[src/design/assert_macros.svh]
// Assertion macros shared by the divider, output and top-level design files
`ifndef ASSERT_MACROS_SVH
`define ASSERT_MACROS_SVH

// check a property at each clock edge outside reset
`define ASSERT_CHK(label, prop, msg) \
  label: assert property (@(posedge clk) disable iff (rst) (prop)) else $error(msg);

// check a property at each clock edge, reset included
`define ASSERT_ALWAYS(label, prop, msg) \
  label: assert property (@(posedge clk) (prop)) else $error(msg);

`endif

[src/design/dec_pkg.sv]
// Types, constants and helpers for the disc collision pipeline
package dec_pkg;

  localparam int unsigned CdWidth  = 15;
  localparam int unsigned CcWidth  = 2 * CdWidth;
  localparam logic [CdWidth-1:0] CdReset = CdWidth'(410);
  localparam int unsigned NumWidth = 50;
  localparam int unsigned DenWidth = CcWidth + 1;
  localparam int unsigned QWidth   = 19;

  typedef struct packed {
    logic signed [15:0] first_pos_x;
    logic signed [15:0] first_pos_y;
    logic signed [15:0] second_pos_x;
    logic signed [15:0] second_pos_y;
    logic signed [15:0] first_vel_x;
    logic signed [15:0] first_vel_y;
    logic signed [15:0] second_vel_x;
    logic signed [15:0] second_vel_y;
    logic [3:0]         first_id;
    logic [3:0]         second_id;
    logic [4:0]         first_last_hit;
    logic [4:0]         second_last_hit;
  } item_t;

  typedef struct packed {
    logic signed [15:0] first_new_vx;
    logic signed [15:0] first_new_vy;
    logic signed [15:0] second_new_vx;
    logic signed [15:0] second_new_vy;
    logic               collided;
  } result_t;

  typedef struct packed {
    logic               hit;
    logic               negx;
    logic               negy;
    logic signed [15:0] v1x;
    logic signed [15:0] v1y;
    logic signed [15:0] v2x;
    logic signed [15:0] v2y;
  } side_t;

  typedef struct packed {
    logic [NumWidth-1:0] numx;
    logic [NumWidth-1:0] numy;
    logic [DenWidth-1:0] den;
    side_t               side;
  } div_in_t;

  typedef struct packed {
    logic [QWidth-1:0] qx;
    logic [QWidth-1:0] qy;
    side_t             side;
  } div_out_t;

  function automatic logic signed [15:0] sat16(input logic signed [20:0] v);
    logic signed [15:0] r;
    if (v > 21'sd32767) begin
      r = 16'sh7fff;
    end else if (v < -21'sd32768) begin
      r = 16'sh8000;
    end else begin
      r = v[15:0];
    end
    return r;
  endfunction

endpackage

[src/design/dec_out.sv]
// Output stage: signed correction, velocity update, saturation, result register
module dec_out
  import dec_pkg::*;
(
  input  logic     clk,
  input  logic     rst,
  input  logic     up_valid,
  output logic     up_ready,
  input  div_out_t up,
  output logic     result_valid,
  input  logic     result_stall,
  output result_t  result
);

  `include "assert_macros.svh"

  logic signed [19:0] ex, ey;
  result_t            result_next;

  assign up_ready = !result_valid || !result_stall;

  always_comb begin
    ex = up.side.negx ? -20'(up.qx) : 20'(up.qx);
    ey = up.side.negy ? -20'(up.qy) : 20'(up.qy);
    if (up.side.hit) begin
      result_next.first_new_vx  = sat16(21'(up.side.v1x) + 21'(ex));
      result_next.first_new_vy  = sat16(21'(up.side.v1y) + 21'(ey));
      result_next.second_new_vx = sat16(21'(up.side.v2x) - 21'(ex));
      result_next.second_new_vy = sat16(21'(up.side.v2y) - 21'(ey));
    end else begin
      result_next.first_new_vx  = up.side.v1x;
      result_next.first_new_vy  = up.side.v1y;
      result_next.second_new_vx = up.side.v2x;
      result_next.second_new_vy = up.side.v2y;
    end
    result_next.collided = up.side.hit;
  end

  always_ff @(posedge clk) begin
    if (rst) begin
      result_valid <= 1'b0;
    end else if (up_ready) begin
      result_valid <= up_valid;
    end
  end

  always_ff @(posedge clk) begin
    if (up_ready) begin
      result <= result_next;
    end
  end

  `ASSERT_CHK(a_quot_range,
    up_valid && up.side.hit |-> !up.qx[QWidth-1] && !up.qy[QWidth-1],
    "velocity correction out of range")

endmodule

[config.mk]
export PLATFORM = sky130hd
export DESIGN_NAME = dec_out
export DESIGN_NICKNAME = d
export VERILOG_FILES = /design/src/design/dec_pkg.sv /design/src/design/dec_out.sv
export VERILOG_INCLUDE_DIRS = /design/src /design/src/design
export SDC_FILE = /design/constraint.sdc
export NUM_CORES = 1
export LEC_CHECK = 0
export BUFFER_PORTS_ARGS = -buffer_cell sky130_fd_sc_hd__buf_2
export CAP_MARGIN = 10
export CORE_UTILIZATION = 45
export CTS_CLUSTER_DIAMETER = 120
export DETAILED_ROUTE_END_ITERATION = 12
export PLACE_DENSITY = 0.75
export SYNTH_ARGS = -nofsm -noshare
export SYNTH_HDL_FRONTEND = slang
export SYNTH_SLANG_ARGS = --single-unit
[constraint.sdc]
create_clock -name clk -period 13.4 [get_ports clk]
set_clock_uncertainty 0.2 [all_clocks]
set_input_delay 0.67 -clock clk [delete_from_list [all_inputs] [get_ports clk]]
set_output_delay 0.67 -clock clk [all_outputs]
set_load 0.05 [all_outputs]
# ---- Yosys cells after proc, flatten, opt, wreduce, memory -nomap -nowiden
# Index checks and enable logic that the tools add are counted.
dict set report classes {
  addsub 6
  order_cmp 8
  n_mux 11
  reduce_logical 3
}
# op n
set ops {}
lappend ops {{2-to-1 mux 16 bit} 8}
lappend ops {{greater-than comparator 21 x 16 -> 1 bit, second input constant} 4}
lappend ops {{less-than comparator 21 x 16 -> 1 bit, second input constant} 4}
lappend ops {{2-to-1 mux 64 bit} 1}
lappend ops {{adder 16 x 20 -> 21 bit} 2}
lappend ops {{subtractor 16 x 20 -> 21 bit} 2}
lappend ops {{2-to-1 mux 20 bit} 2}
lappend ops {{negation 19 -> 20 bit} 2}
lappend ops {{zero test 1 bit} 2}
lappend ops {{logical OR 1 bit} 1}
dict set report totals {
  ff_bits 66
  in_bits 109
  out_inout_bits 67
}

# ---- Logic depth before layout (Yosys ltp)
# Gate-level depths: netlist of the first run.
dict set report logic_depth {
  depth_word 7
  depth_mapped 21
  ltp_nobuf 20
}

# ---- Least setup slack after synthesis of the first run
# No wires, ideal clock.
dict set report synth_timing {
  path_type {input to register}
  from {input up[87] in the netlist's numbering}
  to {register result[31] in the netlist's numbering, data pin}
  arrival_ns 4.714
  path_slack_ns 8.230
  cell_stages 20
  n_path_buf 2
  path_cell_list {inv_1 -> ha_1 -> or4b_1 -> clkbuf_1 -> or2_2 -> o41ai_1 -> xnor2_1 -> inv_1 -> ha_1 -> a21oi_1 -> o21ai_0 -> or3_1 -> a21oi_1 -> o31ai_1 -> a21o_1 -> a311o_1 -> o41a_1 -> buf_2 -> o22ai_1 -> nor2_1}
}
# element line
set synth_rtl {}
lappend synth_rtl {{from (decl)} dec_out.sv:9} ;# input div_out_t up,
lappend synth_rtl {{to (signal assigned)} dec_out.sv:49} ;# result <= result_next;
lappend synth_rtl {{to (decl)} dec_out.sv:12} ;# output result_t result

==> run_summary.xml, run 1 <==
<?xml version="1.0" encoding="UTF-8"?>
<metrics>
  <group name="status">
    <metric name="outcome" unit="">finished clean</metric>
  </group>
  <group name="timing">
    <metric name="timing.max_slew.rel_slack" unit="%">24.1</metric>
    <metric name="final-max-slew-violation-count" unit="">0</metric>
    <metric name="fin_worst_hold_slack" unit="ns">0.286</metric>
    <metric name="fin_crit_sh" unit="%">42.6</metric>
    <metric name="hold_viol_final" unit="">0</metric>
    <metric name="rsz0062_at_grt" unit="">no</metric>
    <metric name="timing.fmax" unit="MHz">175</metric>
    <metric name="fin_setup_tns" unit="ns">0</metric>
    <metric name="final_setup_violation_count" unit="">0</metric>
    <metric name="timing_worst_slew_pin_value" unit="ns">1.13</metric>
    <metric name="timing.final.crit_period" unit="ns">5.71</metric>
  </group>
  <group name="setup_path">
    <metric name="path_cells" unit="">buf_2, inv_1, ha_1, or4b_1, or2_2, o41ai_1, xnor2_1, ha_1, a21oi_1, o21ai_0, o311ai_1, a2111oi_0, a311o_1, nand4b_1, nand3_1, o2111ai_1</metric>
    <metric name="end_kind" unit="">flop</metric>
    <metric name="critPathArrivalTime" unit="ns">5.54</metric>
    <metric name="worst_path_largest_cell_delay" unit="ns">0.62</metric>
    <metric name="worst_setup_path_start_kind" unit="">input port</metric>
    <metric name="r2r.worst_path.cells" unit="">2</metric>
    <metric name="worst-path-max-fanout" unit="">13</metric>
    <metric name="required" unit="ns">13.23</metric>
    <metric name="crit_path_frequent_cell" unit="">sky130_fd_sc_hd__ha_1</metric>
    <metric name="setup.worst_path.class" unit="">in -&gt; reg</metric>
    <metric name="slowest_stage" unit="">sky130_fd_sc_hd__o311ai_1</metric>
  </group>
  <group name="job">
    <metric name="drv_cap" unit="">0</metric>
  </group>
  <group name="floorplan">
    <metric name="ios" unit="">176</metric>
    <metric name="die_h" unit="um">140</metric>
    <metric name="die_area" unit="um^2">19600</metric>
    <metric name="start_util" unit="%">45.8</metric>
    <metric name="die_width" unit="um">140</metric>
    <metric name="fp_rows" unit="">50</metric>
    <metric name="fp.coreArea" unit="um^2">18700</metric>
  </group>
  <group name="global_routing">
    <metric name="antenna_violations_before_repair" unit="">2</metric>
    <metric name="maximum_number_of_pins_on_one_net_before_global_route_repair" unit="">71</metric>
    <metric name="first_pass_grt_wire_length" unit="um">40800</metric>
    <metric name="grt_overflow" unit="">0</metric>
    <metric name="grt_usage" unit="%">26.2</metric>
    <metric name="grt_pass1_vias" unit="">7858</metric>
  </group>
  <group name="cts">
    <metric name="post_cts_resize_count" unit="">0</metric>
    <metric name="worstSkewPairLatency" unit="ns">0.33</metric>
    <metric name="holdBufCountCts" unit="">0</metric>
    <metric name="cts_root_buffer" unit="">sky130_fd_sc_hd__clkbuf_16</metric>
    <metric name="tritoncts.num_buffers" unit="">9</metric>
    <metric name="cts-root-to-sink-buffers" unit="">2</metric>
    <metric name="number_of_sinks_driven_by_the_clock_tree" unit="">66</metric>
    <metric name="clock_pin_transition_on_the_worst_setup_and_hold_timing_paths" unit="ns">0.06</metric>
    <metric name="clock_tree.htree_level_count" unit="">3</metric>
    <metric name="cts_post_setup_buffers_inserted" unit="">0</metric>
    <metric name="tritoncts" unit="">built</metric>
  </group>
  <group name="synth">
    <metric name="synth_cell_types" unit="">76</metric>
    <metric name="synth_top_family_by_area" unit="">compound AO/OA/AOI/OAI gates</metric>
    <metric name="async_reset_ff_share" unit="%">0</metric>
    <metric name="synth_xor_area_share" unit="%">8.56</metric>
    <metric name="yosys-mux-area-fraction" unit="%">0.994</metric>
    <metric name="share_of_the_synthesized_area_in_compound_gates_ao_oa_aoi_oai" unit="%">29.6</metric>
    <metric name="synth_top_area_share" unit="%">22.8</metric>
    <metric name="syn_nets" unit="">1244</metric>
    <metric name="share_of_synthesized_area_occupied_by_flip_flops_and_latches" unit="%">23.0</metric>
    <metric name="synth.cell_area" unit="um^2">8560</metric>
    <metric name="synth_simple_gate_area_share" unit="%">19.1</metric>
    <metric name="syn_area_per_cell" unit="um^2">8.20</metric>
    <metric name="yosys_warnings" unit="">0</metric>
    <metric name="synth_top_area_cells" unit="">sky130_fd_sc_hd__edfxtp_1 23%, sky130_fd_sc_hd__ha_1 13%, sky130_fd_sc_hd__xnor2_1 5.8%, sky130_fd_sc_hd__a21oi_1 5.6%, sky130_fd_sc_hd__o21ai_0 4.4%</metric>
    <metric name="synth_edf_count" unit="">65</metric>
    <metric name="yosys.area_share.adder" unit="%">13.6</metric>
    <metric name="instance_count_of_the_mapped_netlist" unit="">1044</metric>
    <metric name="synthFlopType" unit="">sky130_fd_sc_hd__edfxtp_1</metric>
    <metric name="synthDominantAreaCellType" unit="">sky130_fd_sc_hd__edfxtp_1</metric>
    <metric name="yosys_register_bits" unit="">66</metric>
  </group>
  <group name="layout">
    <metric name="register_area" unit="um^2">1970</metric>
    <metric name="synth_to_layout_area_growth" unit="%">16.3</metric>
    <metric name="final_nets" unit="">1402</metric>
    <metric name="drive_above_1_share" unit="%">19.1</metric>
    <metric name="instances_no_fill" unit="">1442</metric>
    <metric name="multi_input_comb_area" unit="um^2">6190</metric>
    <metric name="nFillCells" unit="">1784</metric>
  </group>
  <group name="pwr">
    <metric name="power.static_leakage" unit="uW">0.00440</metric>
    <metric name="power.density_cell_area" unit="nW/um^2">119</metric>
    <metric name="power.total" unit="uW">1190</metric>
    <metric name="vdd_drop_max" unit="mV">0.0695</metric>
  </group>
  <group name="placement">
    <metric name="io_buffer_count" unit="">175</metric>
    <metric name="gp_congestion" unit="">0.986</metric>
    <metric name="placedCellCount" unit="">1424</metric>
    <metric name="dpl.hpwl" unit="um">20200</metric>
  </group>
  <group name="route">
    <metric name="route.detailed.vias_per_inst" unit="">6.07</metric>
    <metric name="wirelength" unit="um">25500</metric>
    <metric name="vias" unit="">8751</metric>
    <metric name="drt_first_iter_violations" unit="">751</metric>
    <metric name="drc" unit="">0</metric>
    <metric name="first_pass_iters" unit="">5</metric>
    <metric name="detail-route-antenna-nets" unit="">0</metric>
    <metric name="wl_per_cell" unit="um">17.7</metric>
  </group>
  <group name="worst_hold_path">
    <metric name="hold_depth" unit="">2</metric>
    <metric name="worstHoldPathType" unit="">in -&gt; reg</metric>
  </group>
</metrics>
==> logic make-up after synthesis <==
logic type      Yosys count
compound gates          370
xor+xnor                 82
fa+ha+maj                91
buf+inv                 109
flops                    66
mux                       8
simple gates            318
==> sequential cells by signal, indices dropped and copies added, names as in the netlist <==
register      cells
result_valid      1
result           65
==> report_power, final <==
| part | leakage (uW) | internal (uW) | switching (uW) |
|---|---|---|---|
| registers | 0.000674 | 274 | 11.5 |
| clock network | 0.000144 | 143 | 96.5 |
| logic | 0.00358 | 222 | 440 |
| total | 0.00440 | 638 | 548 |
==> cell usage after synthesis (6+ instances only) <==
cell type,n
sky130_fd_sc_hd__edfxtp_1,65
sky130_fd_sc_hd__a21oi_1,95
sky130_fd_sc_hd__xnor2_1,57
sky130_fd_sc_hd__a21boi_0,10
sky130_fd_sc_hd__and2_1,14
sky130_fd_sc_hd__nor4_1,6
sky130_fd_sc_hd__o31ai_1,12
sky130_fd_sc_hd__clkbuf_1,31
sky130_fd_sc_hd__or3_1,13
sky130_fd_sc_hd__nor3_1,20
sky130_fd_sc_hd__o22ai_1,6
sky130_fd_sc_hd__o31ai_2,11
sky130_fd_sc_hd__a41oi_1,8
sky130_fd_sc_hd__nand2_1,67
sky130_fd_sc_hd__nand3_1,18
sky130_fd_sc_hd__a32oi_1,6
sky130_fd_sc_hd__o21a_1,11
sky130_fd_sc_hd__o31a_1,6
sky130_fd_sc_hd__a21o_1,26
sky130_fd_sc_hd__inv_1,72
sky130_fd_sc_hd__o2111ai_1,10
sky130_fd_sc_hd__a2111oi_0,6
sky130_fd_sc_hd__o2bb2ai_1,8
sky130_fd_sc_hd__o41ai_1,8
sky130_fd_sc_hd__nand2b_1,24
sky130_fd_sc_hd__o21ai_0,76
sky130_fd_sc_hd__nor2_1,77
sky130_fd_sc_hd__ha_1,87
sky130_fd_sc_hd__xor2_1,24
sky130_fd_sc_hd__mux2i_1,7
sky130_fd_sc_hd__and3_1,14
sky130_fd_sc_hd__or2_2,7
sky130_fd_sc_hd__a211oi_1,17
sky130_fd_sc_hd__nor2b_1,31
==> area by class of cell <==
| cell class | instances | area share, % |
|---|---|---|
| diodes | 1 | 0.0251 |
| clock buffers | 10 | 2.30 |
| clock inverters | 6 | 0.578 |
| well taps | 234 | 2.94 |
| repair buffers | 183 | 9.40 |
| multi-input cells | 869 | 62.2 |
| inverters | 73 | 2.75 |
| flip-flops and latches | 66 | 19.8 |
==> path summary, 6_finish.rpt <==
check                             startpoint  slack [ns]            to
worst max-delay path                  up[86]        7.69    result[49]
worst min-delay path                     rst        0.29  result_valid
worst max register to register  result_valid       11.64    result[21]
worst min register to register  result_valid        0.36  result_valid
==> routing by layer <==
metal  track usage, %  up-vias  share of wire (%)
li1                 -     4245                  -
met1             37.4     4073                 47
met2             39.5      377                 43
met3             3.93       56                7.7
met4             10.0        0                2.7
met5                0        -                  0
==> cells in the final DEF (no fill, tap or decap), drive strengths merged, types with 11 or more instances in the layout <==
master | synthesis | layout
and3 | 14 | 14
nor2b | 31 | 31
o31ai | 23 | 23
nor2 | 77 | 77
nand3 | 18 | 18
o21a | 11 | 11
a21oi | 96 | 96
or3 | 13 | 13
and2 | 14 | 14
buf | 5 | 183
ha | 87 | 87
nand2 | 67 | 67
edfxtp | 65 | 65
xor2 | 24 | 24
xnor2 | 57 | 57
inv | 72 | 73
nor3 | 21 | 21
o21ai | 77 | 77
a211oi | 17 | 17
nand2b | 24 | 24
a21o | 26 | 26
==> worst max-delay path: cells and delay by family <==
| family | cells | cell delay (ns) |
|---|---|---|
| AO/OA/AOI/OAI | 7 | 2.15 |
| XOR/XNOR | 1 | 0.21 |
| buffers and inverters | 2 | 0.19 |
| adder cells (fa/ha/maj) | 2 | 0.51 |
| AND/OR/NAND/NOR | 4 | 1.80 |
==> per-stage QoR <==
step | area, um^2 | setup slack, ns | utilization, %
2_1_floorplan | 8560 | 8.23 | -
3_3_place_gp | 9660 | 7.51 | 51.7
3_5_place_dp | 9660 | 7.33 | 51.7
4_1_cts | 9950 | 7.74 | 53.2
5_1_grt | 9960 | 7.19 | 53.2
6_report | 9960 | 7.69 | 53.2
Note: power is estimated with default switching activity, not from simulation.
==> inputs of run 2 (changes only) <==
ABC_AREA = 1   (was unset)
clock period = 5.3 ns   (was 13.4 ns; I/O delays follow)
==> run 2 against run 1 <==
Net effect: sequential cell count stayed put; first-iteration DRC count is 27% lower; register-to-register slack worse by 8.4 ns; combinational power is 140% higher; sequential power is 140% higher; worst setup slack worse by 7.0 ns; synthesized area is 0.39% higher.
==> run_summary.xml, run 2 <==
<?xml version="1.0" encoding="UTF-8"?>
<metrics>
  <group name="status">
    <metric name="outcome" unit="">finished clean</metric>
  </group>
  <group name="timing">
    <metric name="timing.final.crit_period" unit="ns">4.59</metric>
    <metric name="timing.max_slew.rel_slack" unit="%">38.3</metric>
    <metric name="fin_setup_tns" unit="ns">0</metric>
    <metric name="final-max-slew-violation-count" unit="">0</metric>
    <metric name="fin_crit_sh" unit="%">86.6</metric>
    <metric name="fin_worst_hold_slack" unit="ns">0.00898</metric>
    <metric name="rsz0062_at_grt" unit="">no</metric>
    <metric name="timing.fmax" unit="MHz">218</metric>
    <metric name="timing_worst_slew_pin_value" unit="ns">0.925</metric>
    <metric name="hold_viol_final" unit="">0</metric>
    <metric name="final_setup_violation_count" unit="">0</metric>
  </group>
  <group name="setup_path">
    <metric name="rrSetupSlack" unit="ns">3.26</metric>
    <metric name="worst_flop_to_flop_path_startpoint" unit="">result_valid</metric>
    <metric name="path_cells" unit="">buf_2, nor3_1, nand2_1, or4_1, o41ai_1, o21ai_0, xor2_1, inv_1, ha_1, nand2_1, nor4_1, nand4_1, nand3_1, xor2_1, nand3_1, o21bai_2, nand2_1, a21oi_1</metric>
    <metric name="end_kind" unit="">flop</metric>
    <metric name="slowest_stage" unit="">sky130_fd_sc_hd__o21bai_2</metric>
    <metric name="crit_path_frequent_cell" unit="">sky130_fd_sc_hd__nand2_1</metric>
    <metric name="critPathArrivalTime" unit="ns">4.59</metric>
    <metric name="timing.critical_path.from" unit="">up[69]</metric>
    <metric name="required" unit="ns">5.30</metric>
    <metric name="setup.worst_path.class" unit="">in -&gt; reg</metric>
    <metric name="worst-path-max-fanout" unit="">15</metric>
    <metric name="worst_setup_path_start_kind" unit="">input port</metric>
    <metric name="worst_path_largest_cell_delay" unit="ns">0.51</metric>
  </group>
  <group name="floorplan">
    <metric name="die_area" unit="um^2">19700</metric>
    <metric name="fp_rows" unit="">50</metric>
    <metric name="die_width" unit="um">140</metric>
    <metric name="start_util" unit="%">46.0</metric>
    <metric name="die_h" unit="um">140</metric>
    <metric name="fp.coreArea" unit="um^2">18700</metric>
    <metric name="ios" unit="">176</metric>
  </group>
  <group name="synth">
    <metric name="ranking_of_synthesized_cells_by_instance_count" unit="">302 x sky130_fd_sc_hd__nand2_1, 156 x sky130_fd_sc_hd__inv_1, 117 x sky130_fd_sc_hd__nor2_1</metric>
    <metric name="instance_count_of_the_mapped_netlist" unit="">1229</metric>
    <metric name="yosys_register_bits" unit="">66</metric>
    <metric name="synthFlopType" unit="">sky130_fd_sc_hd__edfxtp_1</metric>
    <metric name="synth_edf_count" unit="">65</metric>
    <metric name="synthDominantAreaCellType" unit="">sky130_fd_sc_hd__edfxtp_1</metric>
    <metric name="synth.cell_area" unit="um^2">8600</metric>
    <metric name="synth_cell_types" unit="">54</metric>
    <metric name="share_of_synthesized_area_occupied_by_flip_flops_and_latches" unit="%">22.9</metric>
    <metric name="syn_nets" unit="">1429</metric>
    <metric name="synthMostInstantiatedCell" unit="">sky130_fd_sc_hd__nand2_1</metric>
    <metric name="synth_top_area_share" unit="%">22.7</metric>
    <metric name="syn_area_per_cell" unit="um^2">6.99</metric>
    <metric name="async_reset_ff_share" unit="%">0</metric>
    <metric name="synth_top_area_cells" unit="">sky130_fd_sc_hd__edfxtp_1 23%, sky130_fd_sc_hd__nand2_1 13%, sky130_fd_sc_hd__ha_1 13%, sky130_fd_sc_hd__inv_1 6.8%, sky130_fd_sc_hd__xor2_1 6.5%</metric>
    <metric name="yosys_warnings" unit="">0</metric>
  </group>
  <group name="cts">
    <metric name="clock_pin_transition_on_the_worst_setup_and_hold_timing_paths" unit="ns">0.06</metric>
    <metric name="cts_post_setup_buffers_inserted" unit="">0</metric>
    <metric name="cts-root-to-sink-buffers" unit="">2</metric>
    <metric name="clock_tree.htree_level_count" unit="">3</metric>
    <metric name="tritoncts.num_buffers" unit="">9</metric>
    <metric name="cts_root_buffer" unit="">sky130_fd_sc_hd__clkbuf_16</metric>
    <metric name="worstSkewPairLatency" unit="ns">0.35</metric>
    <metric name="post_cts_resize_count" unit="">0</metric>
    <metric name="tritoncts" unit="">built</metric>
    <metric name="number_of_sinks_driven_by_the_clock_tree" unit="">66</metric>
  </group>
  <group name="layout">
    <metric name="largest_register_ff_count" unit="">65</metric>
    <metric name="registers.top_by_ff_count" unit="">result</metric>
    <metric name="synth_to_layout_area_growth" unit="%">16.6</metric>
    <metric name="layout.cells.most_common" unit="">sky130_fd_sc_hd__nand2_1</metric>
    <metric name="nFillCells" unit="">1816</metric>
    <metric name="final_nets" unit="">1604</metric>
    <metric name="layout.cells.most_common_list" unit="">301 x sky130_fd_sc_hd__nand2_1, 175 x sky130_fd_sc_hd__buf_2, 156 x sky130_fd_sc_hd__inv_1</metric>
    <metric name="reg.largest.list" unit="">result: 65 flops, result_valid: 1 flops</metric>
    <metric name="drive_above_1_share" unit="%">19.5</metric>
  </group>
  <group name="global_routing">
    <metric name="grt_overflow" unit="">0</metric>
    <metric name="maximum_number_of_pins_on_one_net_before_global_route_repair" unit="">68</metric>
    <metric name="first_pass_grt_wire_length" unit="um">38600</metric>
    <metric name="grtUsageMet3" unit="%">4.68</metric>
    <metric name="global_route.peak_usage_layer" unit="">met2</metric>
    <metric name="grt_pass1_vias" unit="">8084</metric>
    <metric name="antenna_violations_before_repair" unit="">3</metric>
    <metric name="global_route.usage.met1" unit="%">29.2</metric>
    <metric name="globalRouteMet2Util" unit="%">44.4</metric>
    <metric name="grt_usage" unit="%">24.7</metric>
  </group>
  <group name="route">
    <metric name="wl_per_cell" unit="um">14.7</metric>
    <metric name="wirelength" unit="um">24200</metric>
    <metric name="first_pass_iters" unit="">5</metric>
    <metric name="detail-route-antenna-nets" unit="">0</metric>
    <metric name="route.detailed.vias_per_inst" unit="">5.27</metric>
    <metric name="drc" unit="">0</metric>
    <metric name="vias" unit="">8662</metric>
    <metric name="drt_first_iter_violations" unit="">551</metric>
  </group>
  <group name="worst_hold_path">
    <metric name="min_from" unit="">up[50]</metric>
    <metric name="worstHoldPathType" unit="">in -&gt; reg</metric>
  </group>
  <group name="pwr">
    <metric name="power.density_cell_area" unit="nW/um^2">288</metric>
    <metric name="power.static_leakage" unit="uW">0.00503</metric>
    <metric name="power.total" unit="uW">2880</metric>
    <metric name="vdd_drop_max" unit="mV">0.124</metric>
  </group>
  <group name="placement">
    <metric name="gp_congestion" unit="">1.01</metric>
    <metric name="io_buffer_count" unit="">175</metric>
    <metric name="dpl.hpwl" unit="um">19800</metric>
  </group>
  <group name="job">
    <metric name="drv_cap" unit="">0</metric>
  </group>
</metrics>
==> run 2: cell types whose count changed in the layout (fill, tap and decap cells not counted), sizes merged, moves of 31 or more <==
cell   delta
inv      +86
nand2   +272
nand3    +51
nor2     +44
nor2b    -31
xor2     +41
==> run 2: cell type report <==
cell class / count / area [um^2] / area share, %
multi-input combinational: 983 / 5900 / 58.9
clock buffer: 9 / 225 / 2.25
sequential: 66 / 1970 / 19.7
tap: 234 / 293 / 2.92
antenna: 2 / 5.00 / 0.0500
inverter: 159 / 597 / 5.96
clock inverter: 6 / 67.6 / 0.674
timing repair buffer: 185 / 961 / 9.59
==> run 2: worst paths after layout <==
path,endpoint,cells after the start
worst max-delay path,result[8],18
worst min-delay path,result[51],3
worst max register to register,result_valid,3
worst min register to register,result[2],1
==> run 2: where the power goes <==
group          internal (uW)  total, uW  switching [uW]  leakage (uW)
clock network            363        615             252      0.000138
logic                    496       1570            1070       0.00423
registers                676        696            20.1      0.000659
==> run 2: routing by layer <==
layer,vias to the layer above,share of wire [%]
li1,4428,-
met1,3933,42
met2,255,49
met3,44,6.1
met4,2,2.7
met5,-,0.033
==> run 2: through the flow <==
stage / setup WS (ns) / area (um^2) / utilization [%] / std cells
floorplan: 1.26 / 8600 / - / 1229
global placement: 0.631 / 9680 / 51.8 / 1623
CTS: 0.723 / 10000 / 53.5 / 1642
global route: 0.122 / 10000 / 53.5 / 1642
finish: 0.710 / 10000 / 53.6 / 1644
detailed placement: 0.357 / 9680 / 51.8 / 1623
==> run 2: cells by family after synthesis <==
group,Yosys count,share of synthesized area [%]
AND/OR/NAND/NOR,574,29.8
flip-flops,66,22.9
AO/OA/AOI/OAI,225,15.4
adder cells (fa/ha/maj),91,13.6
XOR/XNOR,93,9.69
buffers and inverters,180,8.53
==> run 2: repair_timing <==
action | 4_1_cts | 5_1_grt
hold buffers | 4 | 0
endpoints found under the setup margin | 0 | 0
endpoints found under the hold margin | 3 | 0
==> run 2: critical path, delay by kind of cell <==
kind | cells | cell delay (ns)
AO/OA/AOI/OAI | 4 | 1.39
XOR/XNOR | 2 | 0.49
adder cells (fa/ha/maj) | 1 | 0.35
AND/OR/NAND/NOR | 9 | 1.87
buffers and inverters | 2 | 0.21
==> inputs of run 3 (changes only) <==
ABC_AREA = unset   (was 1)
==> run 3 against run 2 <==
Net effect: sequential share of layout area down 0.14 points; global-route usage up 1.4 points; critical path depth up 1; sequential power up 3.3%; total power up 3.6%; largest cell class unchanged.
==> run_summary.xml, run 3 (synthesized netlist as in run 1, its figures left out) <==
<?xml version="1.0" encoding="UTF-8"?>
<metrics>
  <group name="pwr">
    <metric name="clock_power_share" unit="%">18.8</metric>
    <metric name="p_switching" unit="uW">1390</metric>
    <metric name="power.density_cell_area" unit="nW/um^2">296</metric>
    <metric name="share_comb_of_total_power" unit="%">57.1</metric>
    <metric name="power.share.sequential" unit="%">24.1</metric>
    <metric name="power.static_leakage" unit="uW">0.00448</metric>
    <metric name="vdd_drop_max" unit="mV">0.187</metric>
    <metric name="netSwitchingFraction" unit="%">46.7</metric>
    <metric name="internal-power" unit="uW">1590</metric>
    <metric name="power.total" unit="uW">2980</metric>
  </group>
  <group name="layout">
    <metric name="synth_to_layout_area_growth" unit="%">17.9</metric>
    <metric name="post_layout_utilization_of_the_core" unit="%">53.9</metric>
    <metric name="layout.cells.most_common_list" unit="">175 x sky130_fd_sc_hd__buf_2, 95 x sky130_fd_sc_hd__a21oi_1, 87 x sky130_fd_sc_hd__ha_1</metric>
    <metric name="reg.largest.list" unit="">result: 65 flops, result_valid: 1 flops</metric>
    <metric name="final_nets" unit="">1422</metric>
    <metric name="largest_register_ff_count" unit="">65</metric>
    <metric name="drive_above_1_share" unit="%">20.1</metric>
    <metric name="registers.top_by_ff_count" unit="">result</metric>
    <metric name="nFillCells" unit="">1784</metric>
    <metric name="layout.cells.most_common" unit="">sky130_fd_sc_hd__buf_2</metric>
    <metric name="stdcell_area" unit="um^2">10100</metric>
  </group>
  <group name="setup_path">
    <metric name="timing.critical_path.from" unit="">up[74]</metric>
    <metric name="r2r_end" unit="">result[42]</metric>
    <metric name="worst-path-max-fanout" unit="">9</metric>
    <metric name="end_kind" unit="">flop</metric>
    <metric name="r2r.worst_path.cells" unit="">2</metric>
    <metric name="critPathArrivalTime" unit="ns">4.94</metric>
    <metric name="required" unit="ns">5.29</metric>
    <metric name="setup.worst_path.class" unit="">in -&gt; reg</metric>
    <metric name="worst_flop_to_flop_path_startpoint" unit="">result_valid</metric>
    <metric name="worst_setup_path_start_kind" unit="">input port</metric>
    <metric name="rrSetupSlack" unit="ns">3.49</metric>
  </group>
  <group name="cts">
    <metric name="cts-root-to-sink-buffers" unit="">2</metric>
    <metric name="tritoncts" unit="">built</metric>
    <metric name="clock_pin_transition_on_the_worst_setup_and_hold_timing_paths" unit="ns">0.06</metric>
    <metric name="cts_root_buffer" unit="">sky130_fd_sc_hd__clkbuf_16</metric>
    <metric name="cts_post_setup_buffers_inserted" unit="">0</metric>
    <metric name="number_of_sinks_driven_by_the_clock_tree" unit="">66</metric>
    <metric name="tritoncts.num_buffers" unit="">9</metric>
    <metric name="post_cts_resize_count" unit="">0</metric>
    <metric name="clock_tree.htree_level_count" unit="">3</metric>
    <metric name="worstSkewPairLatency" unit="ns">0.34</metric>
  </group>
  <group name="worst_hold_path">
    <metric name="worstHoldPathType" unit="">in -&gt; reg</metric>
    <metric name="min_from" unit="">up[56]</metric>
    <metric name="hold_depth" unit="">3</metric>
    <metric name="holdPathEnd" unit="">result[57]</metric>
  </group>
  <group name="placement">
    <metric name="postPlaceCellArea" unit="um^2">9800</metric>
    <metric name="io_buffer_count" unit="">175</metric>
    <metric name="gp_congestion" unit="">0.955</metric>
    <metric name="dpl.hpwl" unit="um">20300</metric>
  </group>
  <group name="route">
    <metric name="wirelength" unit="um">26000</metric>
    <metric name="drt_first_iter_violations" unit="">685</metric>
    <metric name="met1_length" unit="um">12300</metric>
    <metric name="wl_met3" unit="um">1690</metric>
    <metric name="drc" unit="">0</metric>
    <metric name="top_layer_used" unit="">met4</metric>
    <metric name="detail-route-antenna-nets" unit="">0</metric>
    <metric name="route.detailed.vias_per_inst" unit="">5.99</metric>
    <metric name="wl_per_cell" unit="um">17.8</metric>
    <metric name="dr_wl_met2" unit="um">11300</metric>
    <metric name="vias" unit="">8769</metric>
    <metric name="first_pass_iters" unit="">5</metric>
  </group>
  <group name="floorplan">
    <metric name="ios" unit="">176</metric>
    <metric name="start_util" unit="%">45.8</metric>
    <metric name="die_area" unit="um^2">19600</metric>
    <metric name="fp_rows" unit="">50</metric>
    <metric name="die_width" unit="um">140</metric>
    <metric name="fp.coreArea" unit="um^2">18700</metric>
    <metric name="die_h" unit="um">140</metric>
  </group>
  <group name="job">
    <metric name="drv_cap" unit="">0</metric>
  </group>
  <group name="global_routing">
    <metric name="grt_pass1_vias" unit="">7859</metric>
    <metric name="grt_usage" unit="%">26.1</metric>
    <metric name="grt_overflow" unit="">0</metric>
    <metric name="first_pass_grt_wire_length" unit="um">40600</metric>
    <metric name="antenna_violations_before_repair" unit="">3</metric>
    <metric name="maximum_number_of_pins_on_one_net_before_global_route_repair" unit="">70</metric>
  </group>
  <group name="status">
    <metric name="outcome" unit="">finished clean</metric>
  </group>
  <group name="timing">
    <metric name="timing.max_slew.rel_slack" unit="%">39.2</metric>
    <metric name="fin_setup_tns" unit="ns">0</metric>
    <metric name="rsz0062_at_grt" unit="">no</metric>
    <metric name="hold_viol_final" unit="">0</metric>
    <metric name="final_setup_violation_count" unit="">0</metric>
    <metric name="fin_crit_sh" unit="%">93.4</metric>
    <metric name="timing_worst_slew_pin_value" unit="ns">0.901</metric>
    <metric name="timing.fmax" unit="MHz">202</metric>
    <metric name="final-max-slew-violation-count" unit="">0</metric>
    <metric name="timing.final.crit_period" unit="ns">4.95</metric>
  </group>
</metrics>
run 3: cell types whose count changed in the layout (fill, tap and decap cells not counted), moves of 31 or more:
cell                      previous run  this run
sky130_fd_sc_hd__xor2_1             64        24
sky130_fd_sc_hd__nor2b_1             0        31
sky130_fd_sc_hd__nand3_1            58        18
sky130_fd_sc_hd__nor2_1            117        77
sky130_fd_sc_hd__inv_1             156        72
sky130_fd_sc_hd__nand2_1           301        66
sky130_fd_sc_hd__nand2_2            32         0
run 3: final cells by class:
class	instances	area, um^2	share of cell area [%]
inverter	73	274	2.72
tap	234	293	2.90
multi-input combinational	869	6190	61.3
antenna	3	7.51	0.0744
timing repair buffer	203	1090	10.8
sequential	66	1970	19.5
clock buffer	11	233	2.31
clock inverter	5	31.3	0.310
run 3: per-layer routing:
layer,GRT usage [%],vias to the layer above
met2,39.7,337
li1,-,4298
met1,36.5,4085
met3,4.27,49
met4,11.1,0
met5,0,-
run 3: worst max path at each step:
stage,end,slack (ns),cells after the start
floorplan,result[31],0.54,20
detailed placement,result[31],0.06,19
finish,result[2],0.35,19
global placement,result[31],0.17,19
CTS,result[31],0.42,19
global route,result[17],0.02,19
run 3: repair_timing:
action / in CTS / in global routing
hold endpoints to repair: 1 / 0
endpoints found under the setup margin: 0 / 0
hold buffers: 2 / 0
run 3: stage by stage:
stage,hold slack [ns],worst slack (ns),std cells
after CTS,0.0236,0.417,1461
final,0.0288,0.351,1464
after floorplan,0.137,0.535,1044
after global routing,0.0275,0.0235,1464
after global placement,0.225,0.172,1443
after detailed placement,0.230,0.0596,1443
run 3: power groups by stage:
stage / Clock, uW / Combinational [uW] / Sequential (uW)
floorplan: 0 / 921 / 1060
global placement: 0 / 1650 / 729
detailed placement: 0 / 1670 / 728
CTS: 567 / 1690 / 720
global route: 587 / 1850 / 727
finish: 560 / 1700 / 719
run 3: critical path, cell delays in order:
cell and delay (ns):
sky130_fd_sc_hd__buf_2 0.11, sky130_fd_sc_hd__or4_1 0.56, sky130_fd_sc_hd__or3_1 0.39, sky130_fd_sc_hd__or3_1 0.37, sky130_fd_sc_hd__nand2_1 0.11, sky130_fd_sc_hd__xnor2_1 0.23
sky130_fd_sc_hd__inv_1 0.08, sky130_fd_sc_hd__ha_1 0.35, sky130_fd_sc_hd__a21o_1 0.19, sky130_fd_sc_hd__a21o_1 0.17, sky130_fd_sc_hd__a21oi_1 0.35, sky130_fd_sc_hd__nor2b_1 0.10
sky130_fd_sc_hd__a31oi_1 0.20, sky130_fd_sc_hd__nand3_1 0.09, sky130_fd_sc_hd__nor3b_1 0.18, sky130_fd_sc_hd__nor3_1 0.64, sky130_fd_sc_hd__buf_4 0.30, sky130_fd_sc_hd__a221oi_1 0.09
sky130_fd_sc_hd__a21oi_1 0.15
